File: src/rtl/core/vna_pkg.sv
package vna_pkg;

    localparam int SUM_BITS = 48;
    localparam int IDX_BITS = 10;
    localparam int OUT_BITS = 16;

    typedef enum logic [1:0] {
        KIND_LOAD = 2'd0,
        KIND_TRI  = 2'd1,
        KIND_READ = 2'd2,
        KIND_NONE = 2'd3
    } kind_t;

    typedef struct packed {
        kind_t                 kind;
        logic [IDX_BITS-1:0]   index_a;
        logic [IDX_BITS-1:0]   index_b;
        logic [IDX_BITS-1:0]   index_c;
        logic                  bad;
        logic [15:0]           pos_x;
        logic [15:0]           pos_y;
        logic [15:0]           pos_z;
    } cmd_t;

endpackage

File: src/rtl/core/vna_front.sv
module vna_front #(
    parameter int VERTEX_COUNT = 1024
) (
    input  logic                        aclk,
    input  logic                        aresetn,
    input  logic                        s_valid,
    output logic                        s_ready,
    input  logic [1:0]                  s_kind,
    input  logic [vna_pkg::IDX_BITS-1:0] s_index_a,
    input  logic [vna_pkg::IDX_BITS-1:0] s_index_b,
    input  logic [vna_pkg::IDX_BITS-1:0] s_index_c,
    input  logic [15:0]                 s_pos_x,
    input  logic [15:0]                 s_pos_y,
    input  logic [15:0]                 s_pos_z,
    output logic                        q_valid,
    input  logic                        q_ready,
    output vna_pkg::cmd_t               q_cmd
);

    vna_pkg::cmd_t q_reg [2];
    logic [1:0] cnt_reg;
    logic wp_reg, rp_reg;
    vna_pkg::cmd_t c;
    logic push, pop;

    always_comb begin
        c.kind    = vna_pkg::kind_t'(s_kind);
        c.index_a = s_index_a;
        c.index_b = s_index_b;
        c.index_c = s_index_c;
        c.pos_x   = s_pos_x;
        c.pos_y   = s_pos_y;
        c.pos_z   = s_pos_z;
        c.bad = (32'(s_index_a) >= VERTEX_COUNT) ||
                ((s_kind == vna_pkg::KIND_TRI) &&
                 ((32'(s_index_b) >= VERTEX_COUNT) || (32'(s_index_c) >= VERTEX_COUNT)));
    end

    assign s_ready = (cnt_reg != 2'd2);
    assign push    = s_valid && s_ready && (s_kind != vna_pkg::KIND_NONE);
    assign q_valid = (cnt_reg != 2'd0);
    assign pop     = q_valid && q_ready;
    assign q_cmd   = q_reg[rp_reg];

    always_ff @(posedge aclk) begin
        if (push) begin
            q_reg[wp_reg] <= c;
        end
        if (!aresetn) begin
            cnt_reg <= '0;
            wp_reg  <= 1'b0;
            rp_reg  <= 1'b0;
        end else begin
            if (push) wp_reg <= ~wp_reg;
            if (pop) rp_reg <= ~rp_reg;
            cnt_reg <= cnt_reg + 2'(push) - 2'(pop);
        end
    end

endmodule

File: config.mk
export PLATFORM = sky130hd
export DESIGN_NAME = vna_front
export DESIGN_NICKNAME = d
export VERILOG_FILES = /design/src/rtl/core/vna_pkg.sv /design/src/rtl/core/vna_front.sv
export SDC_FILE = /design/constraint.sdc
export NUM_CORES = 1
export LEC_CHECK = 0
export BUFFER_PORTS_ARGS = -buffer_cell sky130_fd_sc_hd__buf_2
export CORE_UTILIZATION = 40
export DETAILED_ROUTE_END_ITERATION = 7
export PLACE_DENSITY = 0.66
export SETUP_SLACK_MARGIN = 0.05
export SLEW_MARGIN = 40
export SYNTH_ARGS = -nofsm -noshare
export SYNTH_HDL_FRONTEND = slang
export SYNTH_SLANG_ARGS = --single-unit
File: constraint.sdc
create_clock -name aclk -period 8.1 [get_ports aclk]
set_input_delay 0.405 -clock aclk [delete_from_list [all_inputs] [get_ports aclk]]
set_output_delay 0.405 -clock aclk [all_outputs]
set_load 0.005 [all_outputs]
Word-level counts from Yosys, hierarchy flattened
Memory sizes are Yosys's and may differ from the RTL's. A register that Yosys moved wholly into a read port is not among the register bits.
Cells that the tools add are included.
{ "classes": {"n_eq_ne": 2, "n_bitwise": 2, "muxes": 4, "add_sub_neg": 2, "reduce_logical": 4} }
{ "ops": {"columns": ["cell", "count"], "rows": [
  ["two-way mux 1 bit", 4],
  ["inequality test 2 bit, second input constant", 2],
  ["logical AND 1 bit", 3],
  ["adder 2 x 1 -> 2 bit", 1],
  ["NOT 1 bit", 2],
  ["nonzero test 2 bit", 1],
  ["subtractor 2 x 1 -> 2 bit", 1]
]} }
{ "totals": {"in_bits": 84, "mem_bits_rw": 160, "register_bits": 4, "n_memories": 1} }
{ "mem_list": {"columns": ["name", "depth", "word_bits", "read_ports", "rd_clocked_by_memory_dff", "wr", "line", "rtl"], "rows": [
  ["q_reg", 2, 80, 1, 1, 1, "vna_front.sv:20", "vna_pkg::cmd_t q_reg [2];"]
]} }

Longest topological paths before layout
Gate-level depths: netlist (run 1).
{ "logic_depth": {"word_depth": 5, "depth_mapped": 8} }

Worst setup path before layout (run 1)
No wires, ideal clock.
{ "synth_timing": {"path_type": "register -> register", "startpoint": "register cnt_reg[0]", "endpoint": "memory q_reg[0][0] in the netlist's numbering (enable)", "setup_slack_ns": 3.586, "path_stages_with_launch": 4, "t_arrival_ns": 3.995, "setup_ns": 0.519, "cell_sequence": "dfxtp_1 nand2b_1 nand3_1 nor2_1"} }
{ "synth_between": {"elab_chain_cells": 5} }
{ "synth_rtl": {"columns": ["item", "line", "rtl"], "rows": [
  ["from (decl)", "vna_front.sv:21", "logic [1:0] cnt_reg;"],
  ["from (signal assigned)", "vna_front.sv:56", "cnt_reg <= cnt_reg + 2'(push) - 2'(pop);"],
  ["inequality test 2 bit", "vna_front.sv:39", "assign s_ready = (cnt_reg != 2'd2);"],
  ["via s_ready", "vna_front.sv:7", "output logic s_ready,"],
  ["logical AND 1 bit (2 in series)", "vna_front.sv:40", "assign push = s_valid && s_ready && (s_kind != vna_pkg::KIND_NONE);"],
  ["two-way mux 1 bit", "vna_front.sv:46", "if (push) begin"],
  ["two-way mux 1 bit (not written as such)", "vna_front.sv:47", "q_reg[wp_reg] <= c;"],
  ["to (decl)", "vna_front.sv:20", null]
]} }
The timed path passes the listed nets, and every way through them passes these cells.

==> results of run 1 <==
[layout make-up]
cell class              count  area, um2  area share
repair buffers            168        856       0.108
multi-input cells         100       1350       0.170
inverters                   2       7.51    0.000946
clock buffers              20        437      0.0550
flip-flops and latches    165       4910       0.618
well taps                 211        264      0.0333
clock inverters            11        111      0.0140
diodes                      1       2.50    0.000315
[through the flow]
step / util / instance area, um2 / std cells / power [W] / hold WS [ps]
2_1_floorplan: - / 6430 / 277 / 0.00148 / 451
3_3_place_gp: 0.478 / 7380 / 646 / 0.00161 / 493
3_5_place_dp: 0.479 / 7390 / 646 / 0.00162 / 515
4_1_cts: 0.514 / 7930 / 677 / 0.00236 / 155
5_1_grt: 0.514 / 7930 / 677 / 0.00244 / 155
6_report: 0.514 / 7940 / 678 / 0.00233 / 180
[final timing paths]
| kind | end | slack [ps] | cells past startpoint |
|---|---|---|---|
| worst min register to register | wp_reg$_SDFFE_PN0N_ | 520 | 2 |
| worst max register to register | q_reg[1][33]$_DFFE_PP_ | 6090 | 4 |
| worst max-delay path | q_cmd[66] | 5210 | 3 |
| worst min-delay path | q_reg[0][70]$_DFFE_PP_ | 180 | 1 |
[placed cells by master, fill, tap and decap left out, drive strengths merged]
master	n
diode	1
inv	2
mux2i	1
dfxtp	5
ha	2
clkinvlp	3
nand3	1
xnor2	3
or2	1
nor2	2
mux2	80
bufinv	2
and2	2
buf	168
clkbuf	20
o21a	1
nand2	3
nor2b	2
nand2b	1
clkinv	6
edfxtp	160
conb	1
[logic make-up (layout without fill, tap and decap cells)]
| logic type | count (synthesis) | count (layout) | share of synthesized area |
|---|---|---|---|
| DFF | 165 | 165 | 0.763 |
| muxes | 81 | 81 | 0.188 |
| and+or+nand+nor | 12 | 12 | 0.00954 |
| buffers and inverters | 12 | 201 | 0.0290 |
| xor gates and xnor gates | 3 | 3 | 0.00409 |
| adders and majority gates | 2 | 2 | 0.00389 |
| other | 1 | 2 | 0.000584 |
| AOI/OAI and AO/OA | 1 | 1 | 0.00117 |
[synth_stat cells (all sizes together)]
master,number,area share
nor2,2,0.0012
dfxtp,5,0.016
nand2b,1,0.00097
mux2,80,0.19
and2,2,0.0019
o21a,1,0.0012
conb,1,0.00058
buf,10,0.028
inv,2,0.0012
ha,2,0.0039
nor2b,2,0.0019
nand3,1,0.00078
or2,1,0.00097
nand2,3,0.0018
edfxtp,160,0.75
mux2i,1,0.0016
xnor2,3,0.0041
[routing by layer]
metal	global-route usage	vias to the layer above	wire, um
li1	-	1437	-
met1	0.152	1485	4330
met2	0.222	112	5320
met3	0.0503	16	785
met4	0.0664	0	185
met5	0	-	0
[worst max-delay path: cells and delay by family, from the launching register on]
| family | cells | cell delay (ps) |
|---|---|---|
| flops | 1 | 800 |
| buf+inv | 2 | 900 |
| mux | 1 | 360 |
[report_power, final]
group | total [W] | internal [W] | switching, W | leakage [nW]
logic | 0.000488 | 0.000292 | 0.000197 | 1.31
clock network | 0.000744 | 0.000447 | 0.000296 | 0.263
registers | 0.00110 | 0.00104 | 0.0000551 | 1.52
total | 0.00233 | 0.00178 | 0.000548 | 3.09
==> flow_summary.toml, run 1 <==
[outcome]
status = "finished, final reports clean"

[die]
start_util = 0.417
core_mm2 = 0.0154
top_level_ports = 167
dieArea_mm2 = 0.0166
dieWidth_um = 129
rows = 45
die_h_um = 129

[clock_tree]
cts_tree = "built"
cts_sinks = 165
insertion_delay_ps = 410
clkTransAtPathRegs_ps = 60
holdBufCountCts = 0
cts-root-buf = "clkbuf_16"
postCtsSetupBuffers = 0
cts_max_path_buffers = 2
htreeDepth = 4
post_cts_resized = 0
cts_buffers = 17

[timing]
period_share = 0.357
tns_ps = 0
rsz0062_at_grt = "false"
worstMarginPinSlew_ps = 796
setup_viol = 0
finalHoldViolCount = 0
drv_slew = 0
layout_min_cycle_time_ps = 2890
max_freq_mhz = 346
max_slew_margin = 0.469
worst_slack_ps = 5210
skew_ps = 4.08

[hold_path]
hold_path_class = "primary input to flip-flop"
min_from = "s_index_a[2]"

[setup_path]
crit_fanout = 44
required_ps = 7700
setup.worst_path.start_class = "flip-flop"
end_kind = "primary output"
cp_data_arrival_time_ps = 2490
crit_chain = "buf_4 -> mux2_4 -> buf_2"
cpMaxStageDelayCell = "dfxtp_4"
criticalPathCategory = "flip-flop to primary output"
timing.rr.start = "cnt_reg[0]$_SDFF_PN0_"
max_stage_delay_ps = 800

[final_layout]
drive_above_1_share = 0.599
largest_reg_flops = 160
syn_to_final_growth_pct = 23.5
nets = 540
n_fill_cell = 1312

[power]
p_per_area_mw_per_mm2 = 293
leakage_nw = 3.09
peakVddDrop_mv = 0.155

[run]
drv_cap = 0

[yosys]
synth_fp_nets = 363
ys_seq_area_frac = 0.763
syn_inst = 277
yosysWarnings = 0
synth-seq-cells = 165
synth_cell_type_count = 19
synth_area_per_cell_um2 = 23.2
synth.cell_area_mm2 = 0.00643

[routing]
via_per_inst = 4.50
wl_per_cell_um = 15.7
routed_wl_um = 10600
drc = 0
drtIter0Drc = 143
dr.pass1.iters = 4
vias = 3050
antenna_left = 0

[placed_design]
gp_congestion = 0.653
dp_slack_ps = 5570
dp_hpwl_um = 6800
port-buffer-count = 165

[global_routing]
antenna_found_initial = 1
overflow = 0
grt_pass1_wl_um = 15900
grt_use_total = 0.134
grt_max_degree = 81
grt_pass1_vias = 3201
Note: power is estimated with default switching activity, not from simulation.
==> run 2: changes to the inputs <==
ABC_AREA = 1   (was unset)
clock period = 3 ns   (was 8.1 ns; I/O delays follow)
==> flow_summary.toml, run 2 <==
[routing]
via_per_inst = 4.42
drtIter0Drc = 178
dr.pass1.iters = 4
vias = 3441
antenna_left = 0
wl_per_cell_um = 15.1
routed_wl_um = 11700
drc = 0

[yosys]
async_flop_share = 0
synth_fp_nets = 375
synth.area.top_cells = "edfxtp_1 (75%), mux2_4 (19%), buf_12 (2.5%), dfxtp_1 (1.6%), nand2_1 (0.58%)"
synth-seq-cells = 165
synthFlopType = "edfxtp_1"
ys_seq_area_frac = 0.761
synth_top_area_frac = 0.746
synth_area_per_cell_um2 = 22.3
syn_inst = 289
synth.cell_area_mm2 = 0.00644
synth_common_cells = "edfxtp_1 (160), mux2_4 (80), nand2_1 (10)"
synth_largest_area_cell = "edfxtp_1"
yosysMostFrequentCell = "edfxtp_1"
yosysWarnings = 0
synth_edf_count = 160
synth_cell_type_count = 15

[global_routing]
grt_pass1_vias = 3566
grt_use_total = 0.145
antenna_found_initial = 0
overflow = 0
grt_max_degree = 46
grt_pass1_wl_um = 17700

[timing]
drv_slew = 0
max_freq_mhz = 486
worstMarginPinSlew_ps = 709
skew_ps = 5.65
setup_viol = 0
period_share = 0.686
tns_ps = 0
rsz0062_at_grt = "false"
finalHoldViolCount = 0
layout_min_cycle_time_ps = 2060
worst_slack_ps = 942
max_slew_margin = 0.526

[final_layout]
syn_to_final_growth_pct = 37.0
drive_above_1_share = 0.501
antenna_cells = 0
finish.utilization = 0.558
largest_reg_flops = 160
layout_commonest_cell = "buf_2"
final_cell_mix = "buf_2 (165), edfxtp_1 (160), dlygate4sd3_1 (81), mux2_4 (80), clkbuf_16 (17)"
stdcell_area_mm2 = 0.00883
nets = 636

[setup_path]
ff2ff_path_depth = 5
reg2reg_setup_slack_ps = 1050
max_stage_delay_ps = 510
end_kind = "primary output"
crit_fanout = 26
worstSetupPathDepth = 3
timing.rr.start = "cnt_reg[0]$_SDFF_PN0_"
required_ps = 2850
cp_top_family = "buffers and inverters"
criticalPathCategory = "flip-flop to primary output"
cp_data_arrival_time_ps = 1910
crit_buf_inv = 2
setup.worst_path.start_class = "flip-flop"
reg2reg_to = "q_reg[0][53]$_DFFE_PP_"
crit_chain = "buf_4 -> mux2_4 -> buf_2"
critPathCapture = "q_cmd[34]"
cpMaxStageDelayCell = "dfxtp_4"

[power]
comb_power_share = 0.230
leakage_nw = 3.50
switchingPower_w = 0.00157
swShare = 0.244
intPower_w = 0.00489
pwr-share-seq = 0.452
pwr-share-clk = 0.318
p_per_area_mw_per_mm2 = 732
peakVddDrop_mv = 0.433

[run]
drv_cap = 0

[clock_tree]
cts_buffers = 17
cts_tree = "built"
clkTransAtPathRegs_ps = 60
post_cts_resized = 0
postCtsSetupBuffers = 0
insertion_delay_ps = 410
cts_max_path_buffers = 2
cts_sinks = 165
htreeDepth = 4
cts-root-buf = "clkbuf_16"

[placed_design]
port-buffer-count = 165
gp_congestion = 0.787
dp_hpwl_um = 7360
dpl_cell_area_mm2 = 0.00745
dp_slack_ps = 1020

[die]
top_level_ports = 167
start_util = 0.407
core_mm2 = 0.0158
dieArea_mm2 = 0.0166
rows = 46
die_h_um = 129
dieWidth_um = 129

[hold_path]
worstHoldPathCells = 4
hold_path_class = "primary input to flip-flop"

[outcome]
status = "finished, final reports clean"
==> run 2: power by group through the flow <==
stage | clock, W | combinational, W | sequential, W
after floorplan | 0 | 0.00104 | 0.00293
after global placement | 0 | 0.00140 | 0.00295
after detailed placement | 0 | 0.00142 | 0.00297
after CTS | 0.00212 | 0.00151 | 0.00292
after global routing | 0.00219 | 0.00161 | 0.00294
final | 0.00206 | 0.00148 | 0.00292
==> run 2: cells by family (layout without fill, tap and decap cells) <==
logic type	Yosys count	in the layout	synth area share
AO/OA/AOI/OAI	2	2	0.00194
adder cells (fa/ha/maj)	2	2	0.00388
buffers and inverters	19	293	0.0330
flip-flops	165	165	0.761
multiplexers	80	80	0.186
other	1	1	0.000582
AND/OR/NAND/NOR	20	20	0.0126
==> run 2: what timing repair did <==
action / 4_1_cts / 5_1_grt
endpoints found under the hold margin: 163 / 0
setup endpoints to repair: 0 / 0
hold buffers: 81 / 0
==> run 2: worst min-delay path by stage <==
| stage | startpoint | to |
|---|---|---|
| 2_1_floorplan | aresetn | cnt_reg[0]$_SDFF_PN0_ |
| 3_3_place_gp | s_pos_z[8] | q_reg[1][8]$_DFFE_PP_ |
| 3_5_place_dp | s_index_c[8] | q_reg[0][56]$_DFFE_PP_ |
| 4_1_cts | q_ready | flip-flop |
| 5_1_grt | q_ready | flip-flop |
| 6_report | q_ready | flip-flop |
==> run 2: routing by layer <==
layer  vias to the layer above  wire [um]  global-route usage
li1                       1636          -                   -
met1                      1678       5100               0.172
met2                       115       5860               0.247
met3                        12        624              0.0466
met4                         0        137              0.0554
met5                         -          0                   0
==> run 2: final cells by class <==
class                   count  area [um2]
clock buffers              17         425
clock inverters            15         138
fillers                  1229        7000
inverters                   9        35.0
multi-input cells         105        1330
flip-flops and latches    165        4910
well taps                 216         270
repair buffers            252        1720
==> run 2: tightest hold or removal path, delay by kind of cell <==
kind          cells  cell delay [ps]
buf+inv           1               90
simple gates      3              200
==> run 2: per-stage QoR <==
stage                     total power [W]  hold WS [ps]  cells
final                             0.00646          61.9    779
after global routing              0.00675          70.0    779
after CTS                         0.00655          42.9    779
after detailed placement          0.00439           341    666
after global placement            0.00435           338    666
after floorplan                   0.00396           243    289
==> run 3: changes to the inputs <==
PLACE_DENSITY = 0.69   (was 0.66)
clock period = 1.85 ns   (was 3 ns; I/O delays follow)
==> flow_summary.toml, run 3 (synthesized netlist as in run 2, its figures left out) <==
[outcome]
status = "finished, final reports clean"

[setup_path]
cp_data_arrival_time_ps = 1590
crit_fanout = 15
required_ps = 1760
criticalPathCategory = "flip-flop to primary output"
setup.worst_path.start_class = "flip-flop"
end_kind = "primary output"

[routing]
routed_wl_um = 12000
antenna_left = 0
drc = 0
drtIter0Drc = 129
vias = 3482
via_per_inst = 4.46
wl_per_cell_um = 15.4
dr.pass1.iters = 4

[global_routing]
overflow = 0
grt_pass1_vias = 3575
antenna_found_initial = 0
grt_pass1_wl_um = 17900
grt_use_total = 0.149
grt_max_degree = 59

[hold_path]
hold_path_class = "primary input to flip-flop"

[die]
dieArea_mm2 = 0.0166
top_level_ports = 167
die_h_um = 129
rows = 46
start_util = 0.407
dieWidth_um = 129
core_mm2 = 0.0158

[placed_design]
dp_slack_ps = 322
dp_hpwl_um = 7120
port-buffer-count = 165
gp_congestion = 0.653

[clock_tree]
cts_buffers = 17
insertion_delay_ps = 420
clkTransAtPathRegs_ps = 60
cts_max_path_buffers = 2
htreeDepth = 4
cts_tree = "built"
cts_sinks = 165
cts-root-buf = "clkbuf_16"

[final_layout]
nets = 638
finish.utilization = 0.561
layout_commonest_cell = "buf_2"
largest_reg_flops = 160
antenna_cells = 0
syn_to_final_growth_pct = 37.9
seqCellArea_mm2 = 0.00491
n_fill_cell = 1233
drive_above_1_share = 0.505
multiInputGateArea_mm2 = 0.00135
final_cell_mix = "buf_2 (165), edfxtp_1 (160), dlygate4sd3_1 (82), mux2_4 (80), clkbuf_16 (17)"

[timing]
hold_slack_ps = 55.8
period_share = 0.910
worst_slack_ps = 167
rsz0062_at_grt = "false"
max_freq_mhz = 594
drv_slew = 0
tns_ps = 0
layout_min_cycle_time_ps = 1680
skew_ps = 5.66
setup_viol = 0
finalHoldViolCount = 0

[power]
leakage_nw = 3.52
power_w = 0.0105
p_per_area_mw_per_mm2 = 1180
peakVddDrop_mv = 0.720

[run]
drv_cap = 0
## run 3: changes by cell type in the layout (fill, tap and decap cells not counted), sizes merged
| cell | previous run | this run |
|---|---|---|
| inv | 10 | 9 |
| clkinvlp | 4 | 2 |
| clkbuf | 17 | 21 |
| buf | 171 | 172 |
| dlygate4sd3 | 81 | 82 |
| clkinv | 8 | 6 |
## run 3: layer usage
| layer | GRT usage | vias to the layer above | share of wire | wire length, um |
|---|---|---|---|---|
| met3 | 0.0586 | 19 | 0.054 | 651 |
| met4 | 0.0588 | 0 | 0.014 | 173 |
| met2 | 0.266 | 109 | 0.53 | 6400 |
| met1 | 0.158 | 1710 | 0.40 | 4820 |
| met5 | 0 | - | 0 | 0 |
| li1 | - | 1644 | - | - |
## run 3: metrics by stage
| stage | instances | area [um2] |
|---|---|---|
| 2_1_floorplan | 289 | 6470 |
| 3_3_place_gp | 666 | 7480 |
| 3_5_place_dp | 666 | 7480 |
| 4_1_cts | 780 | 8890 |
| 5_1_grt | 780 | 8880 |
| 6_report | 780 | 8880 |
## run 3: worst paths after layout
check                                           start  slack, ps                    end  cells after the start
worst max register to register  cnt_reg[0]$_SDFF_PN0_        320  cnt_reg[1]$_SDFF_PN0_                     10
worst min-delay path                          s_valid         60    wp_reg$_SDFFE_PN0N_                      5
worst min register to register    rp_reg$_SDFFE_PN0P_        530    rp_reg$_SDFFE_PN0P_                      2
worst max-delay path                        flip-flop        170              q_cmd[30]                      3
## run 3: what timing repair did
action | 4_1_cts | 5_1_grt
hold buffers | 82 | 0
cloned | 1 | 0
setup endpoints to repair | 62 | 32
hold endpoints to repair | 165 | 0
buffers inserted | 0 | 0
resized for setup | 1 | 1
## run 3: report_power, final
part	switching (W)	internal, W	total [W]
Clock	0.00133	0.00197	0.00329
Combinational	0.00108	0.00143	0.00251
Sequential	0.000134	0.00458	0.00472
## run 3: area by class of cell
class / instances / share of cell area
flip-flops and latches: 165 / 0.553
clock buffers: 21 / 0.0496
inverters: 9 / 0.00423
well taps: 216 / 0.0304
repair buffers: 254 / 0.199
multi-input cells: 105 / 0.152
clock inverters: 10 / 0.0121
## run 3: worst max-delay path, stage by stage (launching register included)
cell	delay, ps
dfxtp_4	400
buf_4	300
mux2_4	340
buf_2	130
